==> src/design/rag_deadlock_detector_core_assert.svh <==
// ----------------------------------------------------------------------------
// Assertion macros for the deadlock detector
// Each macro checks one implication on the rising edge of clk, with the
// check held off while arst_n is low. Synthesis builds see empty macros.
// ----------------------------------------------------------------------------
`ifndef RAG_DEADLOCK_DETECTOR_CORE_ASSERT_SVH
`define RAG_DEADLOCK_DETECTOR_CORE_ASSERT_SVH

`ifndef SYNTH
// The consequent must hold in the same cycle as the antecedent.
`define RAG_ASSERT_NOW(label, ante, cons) \
	label: assert property (@(posedge clk) disable iff (!arst_n) (ante) |-> (cons)) \
		else $error("assertion failed: same-cycle implication");
// The consequent must hold in the cycle after the antecedent.
`define RAG_ASSERT_NEXT(label, ante, cons) \
	label: assert property (@(posedge clk) disable iff (!arst_n) (ante) |=> (cons)) \
		else $error("assertion failed: next-cycle implication");
`else
`define RAG_ASSERT_NOW(label, ante, cons)
`define RAG_ASSERT_NEXT(label, ante, cons)
`endif

`endif

==> src/design/rag_pkg.sv <==
// ----------------------------------------------------------------------------
// rag_pkg
// Shared types and constants of the resource allocation graph deadlock
// detector.
// ----------------------------------------------------------------------------
`timescale 1ns / 1ps

package rag_pkg;

	localparam int PROC_COUNT_DEF = 8;
	localparam int LOCK_COUNT_DEF = 8;
	localparam int ID_W           = 3;
	localparam int OUT_MAX        = 16;

	typedef enum logic [1:0] {
		ACT_REQUEST = 2'd0,
		ACT_ALLOC   = 2'd1,
		ACT_DEALLOC = 2'd2,
		ACT_DETECT  = 2'd3
	} rag_action_t;

	// Edge update command handed from the sequencer to the edge store.
	typedef struct packed {
		logic              valid;
		rag_action_t       action;
		logic [ID_W-1:0]   proc_id;
		logic [ID_W-1:0]   lock_id;
	} rag_upd_t;

endpackage

==> src/design/rag_deadlock_detector_core.sv <==
// ----------------------------------------------------------------------------
// rag_deadlock_detector_core
// Resource allocation graph with request, allocate and deallocate updates and
// a cycle search that reports the nodes of the first cycle found.
//
// Channel  Dir  Beat contents
// s_axis   in   tdata: action, proc_id, lock_id
// m_axis   out  tdata: node_id, victim_pid, victim_lock; tuser: found,
//               node_is_lock; tlast: last
//
// An edge update is written into the edge store when its beat is accepted.
// A detection tests one edge per cycle with a single stack engine: the
// depth-first search and the path search both backtrack, a process victim
// adds a scan over every lock, and each reported node is loaded and then
// emitted, waiting out any output stall. The input is not ready until the
// last beat of a report has gone. Reset clears the graph at once; no clearing
// pass.
// ----------------------------------------------------------------------------
`timescale 1ns / 1ps
`include "rag_deadlock_detector_core_assert.svh"

module rag_deadlock_detector_core #(
	parameter int PROC_COUNT = rag_pkg::PROC_COUNT_DEF,
	parameter int LOCK_COUNT = rag_pkg::LOCK_COUNT_DEF
) (
	input  logic        clk,
	input  logic        arst_n,
	input  logic        s_axis_tvalid,
	output logic        s_axis_tready,
	input  logic [7:0]  s_axis_tdata,  // [1:0] action, [4:2] proc_id, [7:5] lock_id
	output logic        m_axis_tvalid,
	input  logic        m_axis_tready,
	output logic [15:0] m_axis_tdata,  // [2:0] node_id, [5:3] victim_pid,
	                                   // [8:6] victim_lock, rest zero
	output logic [1:0]  m_axis_tuser,  // [0] found, [1] node_is_lock
	output logic        m_axis_tlast
);
	import rag_pkg::*;

	localparam int NODE_COUNT = PROC_COUNT + LOCK_COUNT;
	localparam int NODE_W     = $clog2(NODE_COUNT);
	localparam int IDX_W      = $clog2(NODE_COUNT + 1);
	localparam int LK_W       = $clog2(LOCK_COUNT + 1);
	localparam int CNT_W      = $clog2(OUT_MAX);

	typedef enum logic [2:0] {
		ST_IDLE,
		ST_ROOT,
		ST_DFS,
		ST_WALK,
		ST_VICTIM,
		ST_LOAD,
		ST_EMIT
	} state_t;

	state_t                state_q;
	logic [IDX_W-1:0]      root_q;
	logic [NODE_W-1:0]     sp_q;
	logic [NODE_W-1:0]     stk_node_q [NODE_COUNT];
	logic [IDX_W-1:0]      stk_idx_q  [NODE_COUNT];
	logic [NODE_COUNT-1:0] seen_q;
	logic [NODE_COUNT-1:0] onstk_q;
	logic [NODE_W-1:0]     hit_u_q;
	logic [NODE_W-1:0]     hit_w_q;
	logic [LK_W-1:0]       vk_q;
	logic [ID_W-1:0]       vp_q;
	logic [ID_W-1:0]       vl_q;
	logic [CNT_W-1:0]      cnt_q;
	logic                  out_valid_q;
	logic                  out_found_q;
	logic                  out_lock_q;
	logic [ID_W-1:0]       out_id_q;
	logic [ID_W-1:0]       out_vp_q;
	logic [ID_W-1:0]       out_vl_q;
	logic                  out_last_q;

	rag_action_t           in_action;
	logic [ID_W-1:0]       in_pid;
	logic [ID_W-1:0]       in_lid;
	rag_upd_t              upd;
	logic [NODE_W-1:0]     top_node;
	logic [IDX_W-1:0]      top_idx;
	logic [NODE_W-1:0]     top_col;
	logic [NODE_W-1:0]     rd_row;
	logic [NODE_W-1:0]     rd_col;
	logic                  rd_bit;
	logic [NODE_W-1:0]     rep_node;
	logic                  rep_last;

	assign in_action = rag_action_t'(s_axis_tdata[1:0]);
	assign in_pid    = s_axis_tdata[4:2];
	assign in_lid    = s_axis_tdata[7:5];

	assign s_axis_tready = (state_q == ST_IDLE);

	always_comb begin
		upd.valid   = s_axis_tvalid && s_axis_tready && (in_action != ACT_DETECT) &&
		              (32'(in_pid) < PROC_COUNT) && (32'(in_lid) < LOCK_COUNT);
		upd.action  = in_action;
		upd.proc_id = in_pid;
		upd.lock_id = in_lid;
	end

	assign top_node = stk_node_q[sp_q];
	assign top_idx  = stk_idx_q[sp_q];
	assign top_col  = NODE_W'(top_idx);
	assign rd_row   = (state_q == ST_VICTIM) ? NODE_W'(vk_q) : top_node;
	assign rd_col   = (state_q == ST_VICTIM) ? hit_u_q : top_col;

	assign rep_node = stk_node_q[sp_q];
	assign rep_last = (sp_q == '0) || (cnt_q == CNT_W'(OUT_MAX - 1));

	rag_edge_mem #(
		.PROC_COUNT (PROC_COUNT),
		.LOCK_COUNT (LOCK_COUNT),
		.NODE_W     (NODE_W)
	) u_edge_mem (
		.clk    (clk),
		.arst_n (arst_n),
		.upd    (upd),
		.rd_row (rd_row),
		.rd_col (rd_col),
		.rd_bit (rd_bit)
	);

	always_ff @(posedge clk or negedge arst_n) begin
		if (!arst_n) begin
			state_q     <= ST_IDLE;
			root_q      <= '0;
			sp_q        <= '0;
			seen_q      <= '0;
			onstk_q     <= '0;
			cnt_q       <= '0;
			vk_q        <= '0;
			out_valid_q <= 1'b0;
		end else begin
			case (state_q)
				ST_IDLE: begin
					if (s_axis_tvalid && in_action == ACT_DETECT) begin
						seen_q  <= '0;
						onstk_q <= '0;
						root_q  <= '0;
						sp_q    <= '0;
						state_q <= ST_ROOT;
					end
				end
				ST_ROOT: begin
					if (root_q == IDX_W'(NODE_COUNT)) begin
						out_found_q <= 1'b0;
						out_lock_q  <= 1'b0;
						out_id_q    <= '0;
						out_vp_q    <= '0;
						out_vl_q    <= '0;
						out_last_q  <= 1'b1;
						out_valid_q <= 1'b1;
						state_q     <= ST_EMIT;
					end else begin
						root_q <= root_q + 1'b1;
						if (!seen_q[NODE_W'(root_q)]) begin
							sp_q                       <= '0;
							stk_node_q[0]              <= NODE_W'(root_q);
							stk_idx_q[0]               <= '0;
							seen_q[NODE_W'(root_q)]    <= 1'b1;
							onstk_q[NODE_W'(root_q)]   <= 1'b1;
							state_q                    <= ST_DFS;
						end
					end
				end
				ST_DFS: begin
					if (top_idx == IDX_W'(NODE_COUNT)) begin
						onstk_q[top_node] <= 1'b0;
						if (sp_q == '0) begin
							state_q <= ST_ROOT;
						end else begin
							sp_q <= sp_q - 1'b1;
						end
					end else if (rd_bit && !seen_q[top_col]) begin
						stk_idx_q[sp_q]          <= top_idx + 1'b1;
						stk_node_q[sp_q + 1'b1]  <= top_col;
						stk_idx_q[sp_q + 1'b1]   <= '0;
						sp_q                     <= sp_q + 1'b1;
						seen_q[top_col]          <= 1'b1;
						onstk_q[top_col]         <= 1'b1;
					end else if (rd_bit && onstk_q[top_col]) begin
						// Back edge: restart the stack as the path search from its tail.
						hit_u_q         <= top_node;
						hit_w_q         <= top_col;
						onstk_q         <= {{(NODE_COUNT-1){1'b0}}, 1'b1} << top_node;
						sp_q            <= '0;
						stk_node_q[0]   <= top_node;
						stk_idx_q[0]    <= '0;
						state_q         <= ST_WALK;
					end else begin
						stk_idx_q[sp_q] <= top_idx + 1'b1;
					end
				end
				ST_WALK: begin
					if (top_idx == IDX_W'(NODE_COUNT)) begin
						onstk_q[top_node] <= 1'b0;
						if (sp_q == '0) begin
							state_q <= ST_ROOT;
							root_q  <= IDX_W'(NODE_COUNT);
						end else begin
							sp_q <= sp_q - 1'b1;
						end
					end else if (rd_bit && top_col == hit_u_q) begin
						cnt_q <= '0;
						if (32'(hit_u_q) < LOCK_COUNT) begin
							vl_q    <= ID_W'(hit_u_q);
							vp_q    <= (32'(hit_w_q) >= LOCK_COUNT) ?
							           ID_W'(hit_w_q - NODE_W'(LOCK_COUNT)) : '0;
							state_q <= ST_LOAD;
						end else begin
							vp_q    <= ID_W'(hit_u_q - NODE_W'(LOCK_COUNT));
							vl_q    <= '0;
							vk_q    <= '0;
							state_q <= ST_VICTIM;
						end
					end else if (rd_bit && !onstk_q[top_col]) begin
						stk_idx_q[sp_q]          <= top_idx + 1'b1;
						stk_node_q[sp_q + 1'b1]  <= top_col;
						stk_idx_q[sp_q + 1'b1]   <= '0;
						sp_q                     <= sp_q + 1'b1;
						onstk_q[top_col]         <= 1'b1;
					end else begin
						stk_idx_q[sp_q] <= top_idx + 1'b1;
					end
				end
				ST_VICTIM: begin
					// The highest lock holding the process wins, so later hits overwrite.
					if (vk_q == LK_W'(LOCK_COUNT)) begin
						state_q <= ST_LOAD;
					end else begin
						if (rd_bit) begin
							vl_q <= ID_W'(vk_q);
						end
						vk_q <= vk_q + 1'b1;
					end
				end
				ST_LOAD: begin
					out_found_q <= 1'b1;
					out_lock_q  <= (32'(rep_node) < LOCK_COUNT);
					out_id_q    <= (32'(rep_node) < LOCK_COUNT) ? ID_W'(rep_node) :
					               ID_W'(rep_node - NODE_W'(LOCK_COUNT));
					out_vp_q    <= rep_last ? vp_q : '0;
					out_vl_q    <= rep_last ? vl_q : '0;
					out_last_q  <= rep_last;
					out_valid_q <= 1'b1;
					state_q     <= ST_EMIT;
				end
				ST_EMIT: begin
					if (m_axis_tready) begin
						out_valid_q <= 1'b0;
						if (out_last_q) begin
							state_q <= ST_IDLE;
						end else begin
							sp_q    <= sp_q - 1'b1;
							cnt_q   <= cnt_q + 1'b1;
							state_q <= ST_LOAD;
						end
					end
				end
				default: begin
					state_q <= ST_IDLE;
				end
			endcase
		end
	end

	assign m_axis_tvalid = out_valid_q;
	assign m_axis_tdata  = {7'd0, out_vl_q, out_vp_q, out_id_q};
	assign m_axis_tuser  = {out_lock_q, out_found_q};
	assign m_axis_tlast  = out_last_q;

	`RAG_ASSERT_NOW(a_no_overlap, s_axis_tready, !m_axis_tvalid)
	`RAG_ASSERT_NOW(a_nocycle_single, m_axis_tvalid && !m_axis_tuser[0], m_axis_tlast)
	`RAG_ASSERT_NEXT(a_ready_after_last, m_axis_tvalid && m_axis_tready && m_axis_tlast,
		s_axis_tready)
	`RAG_ASSERT_NOW(a_victim_last_only, m_axis_tvalid && !m_axis_tlast,
		m_axis_tdata[8:3] == 6'd0)

endmodule

==> src/design/rag_edge_mem.sv <==
// ----------------------------------------------------------------------------
// rag_edge_mem
// Bit-matrix store of the graph: one row of outgoing edges per node, with
// locks numbered first and processes after them. One bit read port.
// ----------------------------------------------------------------------------
`timescale 1ns / 1ps

module rag_edge_mem #(
	parameter int PROC_COUNT = rag_pkg::PROC_COUNT_DEF,
	parameter int LOCK_COUNT = rag_pkg::LOCK_COUNT_DEF,
	parameter int NODE_W     = $clog2(PROC_COUNT + LOCK_COUNT)
) (
	input  logic              clk,
	input  logic              arst_n,
	input  rag_pkg::rag_upd_t upd,
	input  logic [NODE_W-1:0] rd_row,
	input  logic [NODE_W-1:0] rd_col,
	output logic              rd_bit
);
	import rag_pkg::*;

	localparam int NODE_COUNT = PROC_COUNT + LOCK_COUNT;

	logic [NODE_COUNT-1:0] rows_q [NODE_COUNT];
	logic [NODE_W-1:0]     pnode;
	logic [NODE_W-1:0]     lnode;

	assign pnode  = NODE_W'(LOCK_COUNT) + NODE_W'(upd.proc_id);
	assign lnode  = NODE_W'(upd.lock_id);
	assign rd_bit = rows_q[rd_row][rd_col];

	always_ff @(posedge clk or negedge arst_n) begin
		if (!arst_n) begin
			for (int i = 0; i < NODE_COUNT; i++) begin
				rows_q[i] <= '0;
			end
		end else if (upd.valid) begin
			case (upd.action)
				ACT_REQUEST: begin
					rows_q[pnode][lnode] <= 1'b1;
				end
				ACT_ALLOC: begin
					rows_q[lnode][pnode] <= 1'b1;
					rows_q[pnode][lnode] <= 1'b0;
				end
				ACT_DEALLOC: begin
					rows_q[lnode][pnode] <= 1'b0;
				end
				default: begin
				end
			endcase
		end
	end

endmodule
==> config.mk <==
export PLATFORM = sky130hd
export DESIGN_NAME = rag_deadlock_detector_core
export DESIGN_NICKNAME = d
export VERILOG_FILES = /design/src/design/rag_pkg.sv /design/src/design/rag_deadlock_detector_core.sv /design/src/design/rag_edge_mem.sv
export VERILOG_INCLUDE_DIRS = /design/src /design/src/design
export SDC_FILE = /design/constraint.sdc
export NUM_CORES = 1
export LEC_CHECK = 0
export ABC_AREA = 1
export ABC_CLOCK_PERIOD_IN_PS = 4500
export BUFFER_PORTS_ARGS = -buffer_cell sky130_fd_sc_hd__buf_2
export CAP_MARGIN = 40
export CORE_MARGIN = 5
export CORE_UTILIZATION = 35
export CTS_CLUSTER_SIZE = 14
export DETAILED_ROUTE_END_ITERATION = 6
export SYNTH_ARGS = -nofsm -noshare
export SYNTH_HDL_FRONTEND = slang
export SYNTH_SLANG_ARGS = --single-unit
==> constraint.sdc <==
create_clock -name clk -period 4.5 [get_ports clk]
set_clock_uncertainty 0.1 [all_clocks]
set_input_delay 1.35 -clock clk [delete_from_list [all_inputs] [get_ports clk]]
set_output_delay 1.35 -clock clk [all_outputs]
set_load 0.1 [all_outputs]
==> impl_results.html, run 1 <==
<table>
<tr><th>Metric</th><th>Value</th></tr>
<tr><th colspan="2">Synthesis</th></tr>
<tr><td>Post-synth EDFFs</td><td>90</td></tr>
<tr><td>Post-Synthesis Cell Area</td><td>20700 um^2</td></tr>
<tr><td>Number of standard cells after synthesis</td><td>2913</td></tr>
<tr><td>Mean instance size in the synthesized netlist</td><td>7.10 um^2</td></tr>
<tr><td>Yosys synthesis warning count</td><td>0</td></tr>
<tr><td>Leading area contributor after synthesis</td><td>sky130_fd_sc_hd__dfrtp_1</td></tr>
<tr><td>Share of synthesized area occupied by flip-flops and latches</td><td>42.7%</td></tr>
<tr><td>Fraction of post-synthesis cell area in the top cell type by area</td><td>21.9%</td></tr>
<tr><td>Count of different cell masters after synthesis</td><td>61</td></tr>
<tr><td>Async set or reset register ratio after synthesis</td><td>51.6%</td></tr>
<tr><td>Biggest area contributors in the synthesized netlist</td><td>sky130_fd_sc_hd__dfrtp_1 22%, sky130_fd_sc_hd__edfxtp_1 13%, sky130_fd_sc_hd__nand2_1 10%</td></tr>
<tr><td>Leading register cell type out of synthesis</td><td>sky130_fd_sc_hd__dfrtp_1</td></tr>
<tr><td>Register bit total from synthesis</td><td>351</td></tr>
<tr><th colspan="2">Setup path</th></tr>
<tr><td>Slowest cell on the critical path</td><td>sky130_fd_sc_hd__dfrtp_1</td></tr>
<tr><td>Critical Setup Path Class</td><td>flop to flop</td></tr>
<tr><td>CP Data Required Time</td><td>4.89 ns</td></tr>
<tr><td>CP startpoint</td><td>sp_q[1]</td></tr>
<tr><td>Startpoint Class</td><td>flop</td></tr>
<tr><td>Delay of the slowest cell on the worst path</td><td>0.40 ns</td></tr>
<tr><td>Data arrival, critical path</td><td>4.59 ns</td></tr>
<tr><td>Critical Path Fanout Max</td><td>19</td></tr>
<tr><td>Critical path capture point type</td><td>flop</td></tr>
<tr><td>Top Family by Delay on Critical Path</td><td>simple AND/OR/NAND/NOR gates</td></tr>
<tr><td>Cell type with the highest occurrence count on the critical path</td><td>sky130_fd_sc_hd__buf_4</td></tr>
<tr><td>Number of buffers and inverters on the critical path</td><td>7</td></tr>
<tr><td>Worst flop-to-flop path startpoint</td><td>sp_q[1]</td></tr>
<tr><td>CP cell instances</td><td>buf_12, nor2_8, clkinv_2, buf_4, o22ai_1, a21oi_1, nand2_1, nand3_1, nand2_2, inv_1, buf_4, ha_1, nand3_1, buf_4, nand4_1, nand2_2, nand2_2, nor3_1, buf_4, nand2_1, nand2_1, nor2_1</td></tr>
<tr><th colspan="2">Global route</th></tr>
<tr><td>Number of global-route vias before repair</td><td>18.5k</td></tr>
<tr><td>Antenna violations before repair</td><td>1</td></tr>
<tr><td>Aggregate global routing overflow</td><td>0</td></tr>
<tr><td>Wire length of the first global-routing pass</td><td>106 mm</td></tr>
<tr><td>Total Routing Usage GR</td><td>20.4%</td></tr>
<tr><td>Largest net degree at the start of global routing</td><td>109</td></tr>
<tr><th colspan="2">Drt</th></tr>
<tr><td>Final Routed Wirelength</td><td>66.9 mm</td></tr>
<tr><td>Routed wire length per instance</td><td>17.5 um</td></tr>
<tr><td>Post-DR vias/cell</td><td>5.16</td></tr>
<tr><td>Total DRC errors in the routed layout</td><td>0</td></tr>
<tr><td>Via total after detailed routing</td><td>19.7k</td></tr>
<tr><td>Remaining antenna violation count</td><td>0</td></tr>
<tr><td>Starting DRT DRC Count</td><td>1841</td></tr>
<tr><td>First-pass detailed-route iteration total</td><td>6</td></tr>
<tr><th colspan="2">Finish</th></tr>
<tr><td>Area taken by multi-input logic gates</td><td>9430 um^2</td></tr>
<tr><td>Footprint of the flip-flops and latches</td><td>8830 um^2</td></tr>
<tr><td>Post-layout instance area</td><td>24000 um^2</td></tr>
<tr><td>P&amp;R area growth vs syn</td><td>16.1%</td></tr>
<tr><td>Post-layout nets</td><td>3040</td></tr>
<tr><td>Fraction of the core area covered by cells at the end of the flow</td><td>40.8%</td></tr>
<tr><td>Number of filler cells placed in the layout</td><td>6095</td></tr>
<tr><td>N_diodes</td><td>0</td></tr>
<tr><td>Fraction of layout instances using a drive strength above 1</td><td>10.6%</td></tr>
<tr><th colspan="2">STA</th></tr>
<tr><td>Headroom to the max-slew limit</td><td>50.5%</td></tr>
<tr><td>FMAX</td><td>238 MHz</td></tr>
<tr><td>Setup violations, final</td><td>0</td></tr>
<tr><td>Final critical path time including I/O delays and setup</td><td>4.20 ns</td></tr>
<tr><td>Slew at the pin closest to its max-slew limit</td><td>0.739 ns</td></tr>
<tr><td>Number of failing hold endpoints at the final stage</td><td>0</td></tr>
<tr><td>Final worst-path cycle share</td><td>93.4%</td></tr>
<tr><td>Summed negative setup slack over all endpoints</td><td>0 ns</td></tr>
<tr><td>Number of max-slew violations in the final report</td><td>0</td></tr>
<tr><td>RSZ-0062 raised after global routing</td><td>false</td></tr>
<tr><th colspan="2">Clock network</th></tr>
<tr><td>Root buffer selected by CTS</td><td>sky130_fd_sc_hd__clkbuf_16</td></tr>
<tr><td>Clock slew seen by the registers of the worst setup and hold paths</td><td>0.06 ns</td></tr>
<tr><td>Clock latency reported for the late side of the worst-skew pair</td><td>0.60 ns</td></tr>
<tr><td>TritonCTS clock tree</td><td>done</td></tr>
<tr><td>Maximum root-to-sink buffer count</td><td>3</td></tr>
<tr><td>Clk sink count</td><td>351</td></tr>
<tr><td>Cts-stage hold buffer count</td><td>0</td></tr>
<tr><td>Inserted Clock Buffers</td><td>43</td></tr>
<tr><td>Number of levels in the clock H-tree</td><td>2</td></tr>
<tr><th colspan="2">Placement</th></tr>
<tr><td>Number of buffers added on ports</td><td>25</td></tr>
<tr><td>Placement Cell Area</td><td>22400 um^2</td></tr>
<tr><td>Half-perimeter wire length after detailed placement</td><td>45.6 mm</td></tr>
<tr><td>Weighted congestion reported at the end of routability-driven placement</td><td>0.944</td></tr>
<tr><th colspan="2">Floorplan</th></tr>
<tr><td>Standard-cell rows</td><td>89</td></tr>
<tr><td>Number of top-level pins</td><td>33</td></tr>
<tr><td>Vertical die dimension</td><td>253 um</td></tr>
<tr><td>Core area</td><td>58800 um^2</td></tr>
<tr><td>Die span in x</td><td>253 um</td></tr>
<tr><td>Initial core utilization</td><td>35.2%</td></tr>
<tr><td>Die Outline Area</td><td>64100 um^2</td></tr>
<tr><th colspan="2">Pwr</th></tr>
<tr><td>Leakage power of the design</td><td>11.9 nW</td></tr>
<tr><td>Power Density</td><td>820 nW/um^2</td></tr>
<tr><td>Peak ir drop on the vdd network</td><td>634 uV</td></tr>
<tr><th colspan="2">Job</th></tr>
<tr><td>Maximum capacitance violations</td><td>0</td></tr>
<tr><th colspan="2">Min path</th></tr>
<tr><td>Hold Startpoint</td><td>stk_idx_q[3][1]</td></tr>
<tr><td>Min-delay worst type</td><td>flop to flop</td></tr>
<tr><th colspan="2">Status</th></tr>
<tr><td>Run status</td><td>finished clean</td></tr>
</table>
[layout make-up]
| cell class | count | share of cell area [%] |
|---|---|---|
| Clock inverter | 25 | 1.51 |
| Inverter | 479 | 7.55 |
| Clock buffer | 54 | 4.87 |
| Sequential cell | 351 | 36.8 |
| Multi-Input combinational cell | 1958 | 39.3 |
| Timing Repair Buffer | 175 | 5.99 |
| Tap cell | 773 | 4.03 |
[cell usage in the layout (no fill, tap or decap), drive strengths merged, types with 3 or more instances in the layout]
| master | count |
|---|---|
| o21ai | 406 |
| o31ai | 6 |
| conb | 7 |
| o22ai | 31 |
| xnor2 | 3 |
| bufinv | 8 |
| nor2 | 435 |
| o2111ai | 10 |
| o221ai | 13 |
| a21oi | 78 |
| ha | 20 |
| dfrtp | 181 |
| clkinv | 18 |
| nand2 | 589 |
| o211ai | 22 |
| xor2 | 10 |
| a31oi | 4 |
| buf | 174 |
| dfxtp | 80 |
| inv | 476 |
| clkbuf | 55 |
| nor4 | 5 |
| nor3 | 44 |
| edfxtp | 90 |
| o311ai | 5 |
| nand4 | 11 |
| a22oi | 4 |
| nand3 | 237 |
[power breakdown]
part           internal (mW)  switching, mW
clock network           2.32           1.49
registers               3.94          0.321
logic                   3.63           7.98
total                   9.89           9.79
[synth_stat cells, drive strengths merged, types with 4 or more instances]
master and instances:
a21oi 78, a22oi 4, a31oi 4, buf 67, clkbuf 64, clkinv 5
dfrtp 181, dfxtp 80, edfxtp 90, ha 20, inv 474, nand2 589
nand3 237, nand4 11, nor2 435, nor3 44, nor4 5, o2111ai 10
o211ai 22, o21ai 406, o221ai 13, o22ai 31, o311ai 5, o31ai 6
xor2 10
[what timing repair did]
action                     4_1_cts  5_1_grt
setup endpoints to repair        0      243
setup buffers                    0        3
gates resized for setup          0       17
hold endpoints to repair         0        0
[kinds of logic (layout without fill, tap and decap cells)]
logic type	after synthesis	after routing	synth area share (%)
xor gates and xnor gates	13	13	0.550
AOI/OAI and AO/OA	590	590	15.8
other	1	7	0.0181
adders and majority gates	20	20	1.21
DFF	351	351	42.7
and+or+nand+nor	1327	1327	27.7
muxes	1	1	0.0484
buffers and inverters	610	733	12.0
[routing by layer]
metal / global-route usage, % / wire, um / part of all wire, % / vias up
met3: 2.94 / 4540 / 6.8 / 129
li1: - / - / - / 9571
met5: 0 / 0 / 0 / -
met2: 31.3 / 29100 / 43 / 760
met1: 30.1 / 31600 / 47 / 9212
met4: 5.83 / 1690 / 2.5 / 0
[registers in the layout (all words and copies together) (netlist names)]
register	cells
cnt_q	4
hit_u_q	4
hit_w_q	4
m_axis_tlast	1
m_axis_tvalid	1
onstk_q	16
out_found_q	1
out_id_q	3
out_lock_q	1
out_vl_q	3
out_vp_q	3
root_q	5
seen_q	16
sp_q	4
state_q	3
stk_idx_q	80
stk_node_q	64
u_edge_mem.rows_q	128
vk_q	4
vl_q	3
vp_q	3
[path summary, 6_finish.rpt]
check                           depth (start not counted)  slack (ns)                     end
worst min register to register                          2        0.35         stk_idx_q[3][1]
max in group asynchronous                               2        2.71  u_edge_mem.rows_q[101]
worst max-delay path                                   22        0.30        stk_idx_q[11][2]
worst max register to register                         22        0.30        stk_idx_q[11][2]
worst min-delay path                                    2        0.35         stk_idx_q[3][1]
min in group asynchronous                               1        0.60   u_edge_mem.rows_q[81]
[per-stage QoR]
| step | worst slack [ns] | instances | hold slack [ns] | power [mW] |
|---|---|---|---|---|
| after floorplan | 0.442 | 2919 | 0.329 | 11.2 |
| after global placement | 0.147 | 3733 | 0.341 | 15.5 |
| after detailed placement | 0.176 | 3733 | 0.340 | 15.5 |
| after CTS | 0.139 | 3812 | 0.350 | 19.4 |
| after global routing | 0.00468 | 3815 | 0.387 | 20.9 |
| final | 0.297 | 3815 | 0.348 | 19.7 |
[worst min-delay path, stage by stage (launching register included)]
cell                      delay (ns)
sky130_fd_sc_hd__dfxtp_1        0.30
sky130_fd_sc_hd__inv_1          0.06
sky130_fd_sc_hd__a21oi_1        0.05
(Power assumes the default switching activity.)
==> run 2, diff against run 1 <==
--- a/config.mk
+++ b/config.mk
@@ -10,5 +10,5 @@
 export ABC_CLOCK_PERIOD_IN_PS = 4500
 export BUFFER_PORTS_ARGS = -buffer_cell sky130_fd_sc_hd__buf_2
-export CAP_MARGIN = 40
+export CAP_MARGIN = 25
 export CORE_MARGIN = 5
 export CORE_UTILIZATION = 35
==> constraint.sdc (replaced) <==
create_clock -name clk -period 4.5 [get_ports clk]
set_clock_uncertainty 0.1 [all_clocks]
set_input_delay 0.45 -clock clk [delete_from_list [all_inputs] [get_ports clk]]
set_output_delay 0.45 -clock clk [all_outputs]
set_load 0.1 [all_outputs]
==> run 2 against run 1 <==
Clock power down 7.1%. Critical path depth rose by 5. Power up 0.14%. Combinational power about the same. Sequential share of layout area barely moved. Sequential power hardly changed. Register-to-register slack barely moved. Flip-flop and latch count stayed put. Via count is 0.61% higher. Count of clock-buffer cells in the layout fell by 4. Cell area fell by 0.11%.
==> impl_results.html, run 2 (same netlist as run 1, synthesis figures left out) <==
<table>
<tr><th>Metric</th><th>Value</th></tr>
<tr><th colspan="2">Drt</th></tr>
<tr><td>Via total after detailed routing</td><td>19.8k (+0.61%)</td></tr>
<tr><td>Post-DR vias/cell</td><td>5.18 (+0.43%)</td></tr>
<tr><td>Remaining antenna violation count</td><td>0 (unchanged)</td></tr>
<tr><td>First-pass detailed-route iteration total</td><td>6 (unchanged)</td></tr>
<tr><td>Final Routed Wirelength</td><td>67.5 mm (+0.87%)</td></tr>
<tr><td>Total DRC errors in the routed layout</td><td>0 (unchanged)</td></tr>
<tr><td>Starting DRT DRC Count</td><td>1952 (+6.0%)</td></tr>
<tr><td>Routed wire length per instance</td><td>17.6 um (+0.69%)</td></tr>
<tr><th colspan="2">Clock network</th></tr>
<tr><td>TritonCTS clock tree</td><td>done</td></tr>
<tr><td>Number of levels in the clock H-tree</td><td>2 (unchanged)</td></tr>
<tr><td>Clock slew seen by the registers of the worst setup and hold paths</td><td>0.06 ns (about the same)</td></tr>
<tr><td>Clk sink count</td><td>351 (unchanged)</td></tr>
<tr><td>Root buffer selected by CTS</td><td>sky130_fd_sc_hd__clkbuf_16</td></tr>
<tr><td>Inserted Clock Buffers</td><td>43 (unchanged)</td></tr>
<tr><td>Maximum root-to-sink buffer count</td><td>3 (unchanged)</td></tr>
<tr><td>Clock latency reported for the late side of the worst-skew pair</td><td>0.59 ns (about the same)</td></tr>
<tr><th colspan="2">Global route</th></tr>
<tr><td>Largest net degree at the start of global routing</td><td>61 (-44%)</td></tr>
<tr><td>Antenna violations before repair</td><td>3 (+2)</td></tr>
<tr><td>Wire length of the first global-routing pass</td><td>105 mm (-0.71%)</td></tr>
<tr><td>Number of global-route vias before repair</td><td>18.2k (-1.3%)</td></tr>
<tr><td>Aggregate global routing overflow</td><td>0 (unchanged)</td></tr>
<tr><td>Total Routing Usage GR</td><td>20.5% (+0.070 points)</td></tr>
<tr><th colspan="2">Finish</th></tr>
<tr><td>Filler-free cell count of the finished design</td><td>3822 (+0.18%)</td></tr>
<tr><td>Area taken by multi-input logic gates</td><td>9490 um^2 (+0.62%)</td></tr>
<tr><td>Fraction of the core area covered by cells at the end of the flow</td><td>40.8% (-0.045 points)</td></tr>
<tr><td>Footprint of the flip-flops and latches</td><td>8830 um^2 (unchanged)</td></tr>
<tr><td>Number of filler cells placed in the layout</td><td>6036 (-0.97%)</td></tr>
<tr><td>Most common library cell in the layout ignoring fill and taps</td><td>sky130_fd_sc_hd__nand2_1</td></tr>
<tr><td>Post-layout nets</td><td>3045 (+0.16%)</td></tr>
<tr><td>P&amp;R area growth vs syn</td><td>16.0%</td></tr>
<tr><td>Largest registers</td><td>u_edge_mem.rows_q x128, stk_idx_q x80, stk_node_q x64</td></tr>
<tr><td>Commonest cells after routing, fill and taps aside</td><td>564 x sky130_fd_sc_hd__nand2_1, 457 x sky130_fd_sc_hd__inv_1, 414 x sky130_fd_sc_hd__nor2_1</td></tr>
<tr><td>Register ranked first by flip-flop count</td><td>u_edge_mem.rows_q</td></tr>
<tr><td>Fraction of layout instances using a drive strength above 1</td><td>10.8% (+0.21 points)</td></tr>
<tr><td>Flip-flop count of the largest register after layout</td><td>128 (unchanged)</td></tr>
<tr><th colspan="2">Setup path</th></tr>
<tr><td>Critical Setup Path Class</td><td>flop to flop</td></tr>
<tr><td>CP Data Required Time</td><td>4.88 ns (about the same)</td></tr>
<tr><td>Startpoint Class</td><td>flop</td></tr>
<tr><td>Critical path capture point type</td><td>flop</td></tr>
<tr><td>R2R Setup Slk</td><td>0.29 ns (about the same)</td></tr>
<tr><td>Data arrival, critical path</td><td>4.59 ns (about the same)</td></tr>
<tr><td>Critical Path Fanout Max</td><td>8 (-11)</td></tr>
<tr><th colspan="2">Pwr</th></tr>
<tr><td>Peak ir drop on the vdd network</td><td>660 uV (+4.1%)</td></tr>
<tr><td>Proportion of power drawn by flip-flops and latches</td><td>21.6% (about the same)</td></tr>
<tr><td>Net switching share of the total power</td><td>50.5% (+0.73 points)</td></tr>
<tr><td>Leakage power of the design</td><td>11.8 nW (-0.17%)</td></tr>
<tr><td>Internal power</td><td>9.76 mW (-1.3%)</td></tr>
<tr><td>Share of total power in combinational logic</td><td>60.4% (+1.4 points)</td></tr>
<tr><td>Power Density</td><td>822 nW/um^2 (+0.25%)</td></tr>
<tr><td>Clock network power share</td><td>18.0% (-1.3 points)</td></tr>
<tr><td>Switching power total</td><td>9.94 mW (+1.6%)</td></tr>
<tr><th colspan="2">Floorplan</th></tr>
<tr><td>Initial core utilization</td><td>35.2% (unchanged)</td></tr>
<tr><td>Core area</td><td>58800 um^2 (unchanged)</td></tr>
<tr><td>Die span in x</td><td>253 um (unchanged)</td></tr>
<tr><td>Standard-cell rows</td><td>89 (unchanged)</td></tr>
<tr><td>Number of top-level pins</td><td>33 (unchanged)</td></tr>
<tr><td>Vertical die dimension</td><td>253 um (unchanged)</td></tr>
<tr><td>Die Outline Area</td><td>64100 um^2 (unchanged)</td></tr>
<tr><th colspan="2">STA</th></tr>
<tr><td>Final critical path time including I/O delays and setup</td><td>4.21 ns (+0.00704 ns)</td></tr>
<tr><td>Number of failing hold endpoints at the final stage</td><td>0 (unchanged)</td></tr>
<tr><td>FMAX</td><td>238 MHz (-0.17%)</td></tr>
<tr><td>Setup violations, final</td><td>0 (unchanged)</td></tr>
<tr><td>Number of max-slew violations in the final report</td><td>0 (unchanged)</td></tr>
<tr><td>Summed negative setup slack over all endpoints</td><td>0 ns (unchanged)</td></tr>
<tr><td>Headroom to the max-slew limit</td><td>38.0% (-13 points)</td></tr>
<tr><td>Slew at the pin closest to its max-slew limit</td><td>0.929 ns (+0.189 ns)</td></tr>
<tr><td>Final worst-path cycle share</td><td>93.6% (+0.16 points)</td></tr>
<tr><th colspan="2">Placement</th></tr>
<tr><td>Number of buffers added on ports</td><td>25 (unchanged)</td></tr>
<tr><td>Weighted congestion reported at the end of routability-driven placement</td><td>0.936 (-0.87%)</td></tr>
<tr><td>Post-Place Cells</td><td>3736 (+0.080%)</td></tr>
<tr><td>Half-perimeter wire length after detailed placement</td><td>45.6 mm (-0.19%)</td></tr>
<tr><th colspan="2">Min path</th></tr>
<tr><td>Min-delay worst type</td><td>input pin to flop</td></tr>
<tr><th colspan="2">Status</th></tr>
<tr><td>Run status</td><td>finished clean</td></tr>
<tr><th colspan="2">Job</th></tr>
<tr><td>Maximum capacitance violations</td><td>0 (unchanged)</td></tr>
</table>
run 2: layout make-up:
type                    count  area share, %
diodes                      1         0.0104
multi-input cells        1959           39.6
repair buffers            179           6.07
well taps                 773           4.03
clock inverters            30           1.22
clock buffers              50           4.73
inverters                 479           7.56
flip-flops and latches    351           36.8
run 2: through the flow:
| stage | hold WS, ns | total power, mW | setup WS (ns) | cell area [um^2] |
|---|---|---|---|---|
| final | 0.0414 | 19.7 | 0.290 | 24000 |
| after global routing | 0.0168 | 20.9 | -0.0224 | 24000 |
| after CTS | 0.0136 | 19.3 | 0.0676 | 23800 |
| after detailed placement | 0.240 | 15.7 | 0.0916 | 22400 |
| after global placement | 0.240 | 15.7 | 0.0772 | 22400 |
| after floorplan | 0.0544 | 11.2 | 0.442 | 20700 |
run 2: repair_timing:
item                                    4_1_cts  5_1_grt
resized for setup                             0       36
buffers inserted                              0        2
hold endpoints to repair                      6        0
hold buffers                                  1        0
endpoints found under the setup margin        0      259
run 2: worst paths after layout:
check                           startpoint              end  depth (start not counted)
max                                sp_q[1]  stk_idx_q[5][1]                         27
min                          m_axis_tready    m_axis_tvalid                          2
max reg2reg                        sp_q[1]  stk_idx_q[5][1]                         27
min reg2reg                stk_idx_q[7][3]  stk_idx_q[7][3]                          2
max in group asynchronous           arst_n          sp_q[0]                          4
min in group asynchronous           arst_n       state_q[2]                          2
run 2: metal layers:
metal	vias up	wire, um	GRT usage (%)
li1	9579	-	-
met1	9286	30500	29.8
met2	801	29500	31.1
met3	122	5690	3.69
met4	4	1700	6.26
met5	-	27	0
run 2: power by group through the flow:
| stage | Sequential [mW] | Clock, mW | Combinational (mW) |
|---|---|---|---|
| after floorplan | 4.27 | 0 | 6.97 |
| after global routing | 4.31 | 3.74 | 12.9 |
| after detailed placement | 4.31 | 0 | 11.4 |
| after global placement | 4.31 | 0 | 11.4 |
| after CTS | 4.25 | 3.61 | 11.4 |
| final | 4.26 | 3.54 | 11.9 |
run 2: critical path, cell delays in order (launching register included):
cell	delay, ns
sky130_fd_sc_hd__dfrtp_1	0.41
sky130_fd_sc_hd__buf_4	0.16
sky130_fd_sc_hd__nand2_2	0.21
sky130_fd_sc_hd__inv_1	0.18
sky130_fd_sc_hd__a22oi_1	0.22
sky130_fd_sc_hd__o221ai_1	0.20
sky130_fd_sc_hd__a22o_1	0.29
sky130_fd_sc_hd__clkinv_1	0.07
sky130_fd_sc_hd__nand2_2	0.08
sky130_fd_sc_hd__buf_4	0.21
sky130_fd_sc_hd__buf_4	0.13
sky130_fd_sc_hd__nor2_1	0.09
sky130_fd_sc_hd__buf_4	0.16
sky130_fd_sc_hd__nand2_1	0.06
sky130_fd_sc_hd__nand2_1	0.07
sky130_fd_sc_hd__nor2_1	0.04
sky130_fd_sc_hd__buf_4	0.14
sky130_fd_sc_hd__inv_2	0.08
sky130_fd_sc_hd__nand4_1	0.14
sky130_fd_sc_hd__nand2_2	0.11
sky130_fd_sc_hd__buf_4	0.13
sky130_fd_sc_hd__inv_1	0.04
sky130_fd_sc_hd__nand2_2	0.13
sky130_fd_sc_hd__nand2_4	0.14
sky130_fd_sc_hd__nor2_8	0.20
sky130_fd_sc_hd__nand2_2	0.12
sky130_fd_sc_hd__nor2_1	0.11
sky130_fd_sc_hd__nor2_1	0.06
==> run 3, diff against run 2 <==
CORE_UTILIZATION = 41   (was 35)
==> run 3 against run 2 <==
The run now ends with design-rule violations left. Cell area fell by 0.42%. Combinational power about the same. Hold slack got worse by 0.0026 ns. Fmax fell by 2.4%. Sequential share of layout area rose by 0.16 points. Cell count is 3.0% lower. Via count rose by 1.9%. Routed wire length rose by 1.6%. Critical endpoint is now stk_idx_q[3][1]. Largest power group unchanged.
==> impl_results.html, run 3 (same netlist as run 1, synthesis figures left out) <==
<table>
<tr><th>Metric</th><th>Value</th></tr>
<tr><th colspan="2">Drt</th></tr>
<tr><td>Routed wire length per instance</td><td>18.5 um (+4.8%)</td></tr>
<tr><td>Via total after detailed routing</td><td>20.2k (+1.9%)</td></tr>
<tr><td>Total DRC errors in the routed layout</td><td>3 (+3)</td></tr>
<tr><td>Starting DRT DRC Count</td><td>2127 (+9.0%)</td></tr>
<tr><td>Final Routed Wirelength</td><td>68.6 mm (+1.6%)</td></tr>
<tr><td>Remaining antenna violation count</td><td>0 (unchanged)</td></tr>
<tr><td>Post-DR vias/cell</td><td>5.44 (+5.1%)</td></tr>
<tr><td>First-pass detailed-route iteration total</td><td>7 (+1)</td></tr>
<tr><th colspan="2">Setup path</th></tr>
<tr><td>R2R Setup Slk</td><td>0.18 ns (-0.11 ns)</td></tr>
<tr><td>CP startpoint</td><td>sp_q[0]</td></tr>
<tr><td>Instance count on the critical path</td><td>24 (-11%)</td></tr>
<tr><td>Worst flop-to-flop path startpoint</td><td>sp_q[0]</td></tr>
<tr><td>CP cell instances</td><td>buf_4, nand2_2, buf_4, o22ai_1, a21oi_1, a21oi_1, o21ai_1, nand2_2, inv_2, buf_12, o21ai_0, o21ai_0, nand2_1, nand2_1, nor2_1, buf_4, nand4_1, nand2_2, nand2_2, buf_4, nor3_1, buf_4, o21bai_1, a21oi_1</td></tr>
<tr><td>Slowest cell on the critical path</td><td>sky130_fd_sc_hd__dfrtp_2</td></tr>
<tr><td>Number of buffers and inverters on the critical path</td><td>7 (-3)</td></tr>
<tr><td>Data arrival, critical path</td><td>4.65 ns (+0.06 ns)</td></tr>
<tr><td>Cell type with the highest occurrence count on the critical path</td><td>sky130_fd_sc_hd__buf_4</td></tr>
<tr><td>CP Data Required Time</td><td>4.84 ns (-0.04 ns)</td></tr>
<tr><td>Critical Path Fanout Max</td><td>20 (+12)</td></tr>
<tr><td>Number of cells on the worst reg-to-reg path</td><td>24 (-11%)</td></tr>
<tr><td>Top Family by Delay on Critical Path</td><td>simple AND/OR/NAND/NOR gates</td></tr>
<tr><td>Delay of the slowest cell on the worst path</td><td>0.47 ns (+0.06 ns)</td></tr>
<tr><td>Critical Setup Path Class</td><td>flop to flop</td></tr>
<tr><td>Startpoint Class</td><td>flop</td></tr>
<tr><td>Worst setup endpoint</td><td>stk_idx_q[3][1]</td></tr>
<tr><td>Critical path capture point type</td><td>flop</td></tr>
<tr><td>Capture point of the worst reg-to-reg path</td><td>stk_idx_q[3][1]</td></tr>
<tr><th colspan="2">Finish</th></tr>
<tr><td>Flip-flop count of the largest register after layout</td><td>128 (unchanged)</td></tr>
<tr><td>Post-layout nets</td><td>3032 (-0.43%)</td></tr>
<tr><td>Fraction of the core area covered by cells at the end of the flow</td><td>47.7% (+6.9 points)</td></tr>
<tr><td>Register ranked first by flip-flop count</td><td>u_edge_mem.rows_q</td></tr>
<tr><td>Footprint of the flip-flops and latches</td><td>8840 um^2 (about the same)</td></tr>
<tr><td>Fraction of layout instances using a drive strength above 1</td><td>10.4% (-0.41 points)</td></tr>
<tr><td>Filler-free cell count of the finished design</td><td>3706 (-3.0%)</td></tr>
<tr><td>Largest registers</td><td>u_edge_mem.rows_q x128, stk_idx_q x80, stk_node_q x64</td></tr>
<tr><td>P&amp;R area growth vs syn</td><td>15.5%</td></tr>
<tr><td>Number of filler cells placed in the layout</td><td>5084 (-16%)</td></tr>
<tr><td>Area taken by multi-input logic gates</td><td>9430 um^2 (-0.57%)</td></tr>
<tr><td>Most common library cell in the layout ignoring fill and taps</td><td>sky130_fd_sc_hd__nand2_1</td></tr>
<tr><td>Commonest cells after routing, fill and taps aside</td><td>566 x sky130_fd_sc_hd__nand2_1, 458 x sky130_fd_sc_hd__inv_1, 417 x sky130_fd_sc_hd__nor2_1</td></tr>
<tr><td>N_diodes</td><td>0 (-1)</td></tr>
<tr><th colspan="2">STA</th></tr>
<tr><td>FMAX</td><td>232 MHz (-2.4%)</td></tr>
<tr><td>Summed negative setup slack over all endpoints</td><td>0 ns (unchanged)</td></tr>
<tr><td>Headroom to the max-slew limit</td><td>34.3% (-3.7 points)</td></tr>
<tr><td>Slew at the pin closest to its max-slew limit</td><td>0.985 ns (+0.0563 ns)</td></tr>
<tr><td>Tightest hold margin</td><td>0.0388 ns (-0.00258 ns)</td></tr>
<tr><td>RSZ-0062 raised after global routing</td><td>false</td></tr>
<tr><td>Number of max-slew violations in the final report</td><td>0 (unchanged)</td></tr>
<tr><td>Final worst-path cycle share</td><td>95.9% (+2.3 points)</td></tr>
<tr><td>Setup violations, final</td><td>0 (unchanged)</td></tr>
<tr><td>Number of failing hold endpoints at the final stage</td><td>0 (unchanged)</td></tr>
<tr><td>Final critical path time including I/O delays and setup</td><td>4.32 ns (+0.106 ns)</td></tr>
<tr><th colspan="2">Floorplan</th></tr>
<tr><td>Die span in x</td><td>235 um (-7.3%)</td></tr>
<tr><td>Number of top-level pins</td><td>33 (unchanged)</td></tr>
<tr><td>Standard-cell rows</td><td>82 (-7.9%)</td></tr>
<tr><td>Core area</td><td>50100 um^2 (-15%)</td></tr>
<tr><td>Die Outline Area</td><td>55000 um^2 (-14%)</td></tr>
<tr><td>Initial core utilization</td><td>41.3% (+6.1 points)</td></tr>
<tr><td>Vertical die dimension</td><td>235 um (-7.3%)</td></tr>
<tr><th colspan="2">Clock network</th></tr>
<tr><td>Root buffer selected by CTS</td><td>sky130_fd_sc_hd__clkbuf_16</td></tr>
<tr><td>Clock latency reported for the late side of the worst-skew pair</td><td>0.59 ns (about the same)</td></tr>
<tr><td>Inserted Clock Buffers</td><td>42 (-2.3%)</td></tr>
<tr><td>Clk sink count</td><td>351 (unchanged)</td></tr>
<tr><td>TritonCTS clock tree</td><td>done</td></tr>
<tr><td>Number of levels in the clock H-tree</td><td>2 (unchanged)</td></tr>
<tr><td>Maximum root-to-sink buffer count</td><td>3 (unchanged)</td></tr>
<tr><td>Clock slew seen by the registers of the worst setup and hold paths</td><td>0.07 ns (about the same)</td></tr>
<tr><th colspan="2">Placement</th></tr>
<tr><td>Half-perimeter wire length after detailed placement</td><td>46.8 mm (+2.8%)</td></tr>
<tr><td>Number of buffers added on ports</td><td>25 (unchanged)</td></tr>
<tr><td>Post-Place Cells</td><td>3622 (-3.1%)</td></tr>
<tr><td>Weighted congestion reported at the end of routability-driven placement</td><td>0.954 (+1.9%)</td></tr>
<tr><th colspan="2">Global route</th></tr>
<tr><td>Largest net degree at the start of global routing</td><td>63 (+3.3%)</td></tr>
<tr><td>Antenna violations before repair</td><td>1 (-2)</td></tr>
<tr><td>Total Routing Usage GR</td><td>23.9% (+3.5 points)</td></tr>
<tr><td>Aggregate global routing overflow</td><td>0 (unchanged)</td></tr>
<tr><td>Wire length of the first global-routing pass</td><td>108 mm (+2.7%)</td></tr>
<tr><td>Number of global-route vias before repair</td><td>19.2k (+5.3%)</td></tr>
<tr><th colspan="2">Status</th></tr>
<tr><td>Run status</td><td>complete, but fails checks</td></tr>
<tr><td>Violated checks</td><td>design-rule violations</td></tr>
<tr><th colspan="2">Min path</th></tr>
<tr><td>Min-delay worst type</td><td>input pin to flop</td></tr>
<tr><td>Hold Startpoint</td><td>m_axis_tready</td></tr>
<tr><th colspan="2">Pwr</th></tr>
<tr><td>Leakage power of the design</td><td>11.9 nW (+0.10%)</td></tr>
<tr><td>Power Density</td><td>839 nW/um^2 (+2.1%)</td></tr>
<tr><td>Peak ir drop on the vdd network</td><td>623 uV (-5.6%)</td></tr>
<tr><th colspan="2">Job</th></tr>
<tr><td>Maximum capacitance violations</td><td>0 (unchanged)</td></tr>
</table>
run 3: cell types whose count changed in the layout (fill, tap and decap cells not counted), sizes merged:
cell	change
clkbuf	+15
clkinv	-11
nand2	-1
bufinv	+1
clkinvlp	-4
diode	-1
buf	-12
inv	-2
run 3: worst min path at each step:
stage | to | slack (ns) | cells past startpoint
after floorplan | cnt_q[0] | 0.05 | 0
after global placement | u_edge_mem.rows_q[96] | 0.32 | 1
after detailed placement | u_edge_mem.rows_q[249] | 0.32 | 1
after CTS | m_axis_tvalid | 0.01 | 2
after global routing | m_axis_tvalid | 0.02 | 2
final | m_axis_tvalid | 0.04 | 2
run 3: area by class of cell:
type | count | share of cell area [%]
clock buffers | 64 | 5.38
flip-flops and latches | 351 | 37.0
inverters | 479 | 7.60
multi-input cells | 1958 | 39.5
repair buffers | 168 | 6.06
well taps | 672 | 3.52
clock inverters | 14 | 0.943
run 3: where the power goes:
part | internal, mW | switching [mW]
clock | 2.27 | 1.43
combinational | 3.83 | 8.23
sequential | 3.94 | 0.328
run 3: per-stage QoR:
stage	setup slack [ns]	instance area, um^2	power, mW
global route	0.0106	23900	21.3
detailed placement	0.137	22200	15.8
CTS	0.0983	23700	19.6
global placement	0.152	22200	15.8
floorplan	0.442	20700	11.2
finish	0.184	23900	20.0
run 3: layer usage:
metal  share of wire [%]  wire (um)  vias up  GRT usage [%]
li1                    -          -     9557              -
met1                  44      30200     9616           34.1
met2                  45      31100      866           37.2
met3                 8.3       5690      127           4.43
met4                 2.4       1650        2           7.26
met5               0.013          9        -              0
run 3: worst reg2reg max path, stage by stage (launching register included):
cell and delay [ns]:
sky130_fd_sc_hd__dfrtp_2 0.47, sky130_fd_sc_hd__buf_4 0.22, sky130_fd_sc_hd__nand2_2 0.10, sky130_fd_sc_hd__buf_4 0.18
sky130_fd_sc_hd__o22ai_1 0.22, sky130_fd_sc_hd__a21oi_1 0.08, sky130_fd_sc_hd__a21oi_1 0.22, sky130_fd_sc_hd__o21ai_1 0.20
sky130_fd_sc_hd__nand2_2 0.21, sky130_fd_sc_hd__inv_2 0.07, sky130_fd_sc_hd__buf_12 0.15, sky130_fd_sc_hd__o21ai_0 0.09
sky130_fd_sc_hd__o21ai_0 0.15, sky130_fd_sc_hd__nand2_1 0.09, sky130_fd_sc_hd__nand2_1 0.06, sky130_fd_sc_hd__nor2_1 0.16
sky130_fd_sc_hd__buf_4 0.15, sky130_fd_sc_hd__nand4_1 0.13, sky130_fd_sc_hd__nand2_2 0.14, sky130_fd_sc_hd__nand2_2 0.10
sky130_fd_sc_hd__buf_4 0.19, sky130_fd_sc_hd__nor3_1 0.31, sky130_fd_sc_hd__buf_4 0.22, sky130_fd_sc_hd__o21bai_1 0.11
sky130_fd_sc_hd__a21oi_1 0.05
run 3: what timing repair did:
item,in CTS,in global routing
hold buffers,1,0
endpoints found under the setup margin,0,242
buffers inserted,0,3
endpoints found under the hold margin,35,0
gates resized for setup,0,23
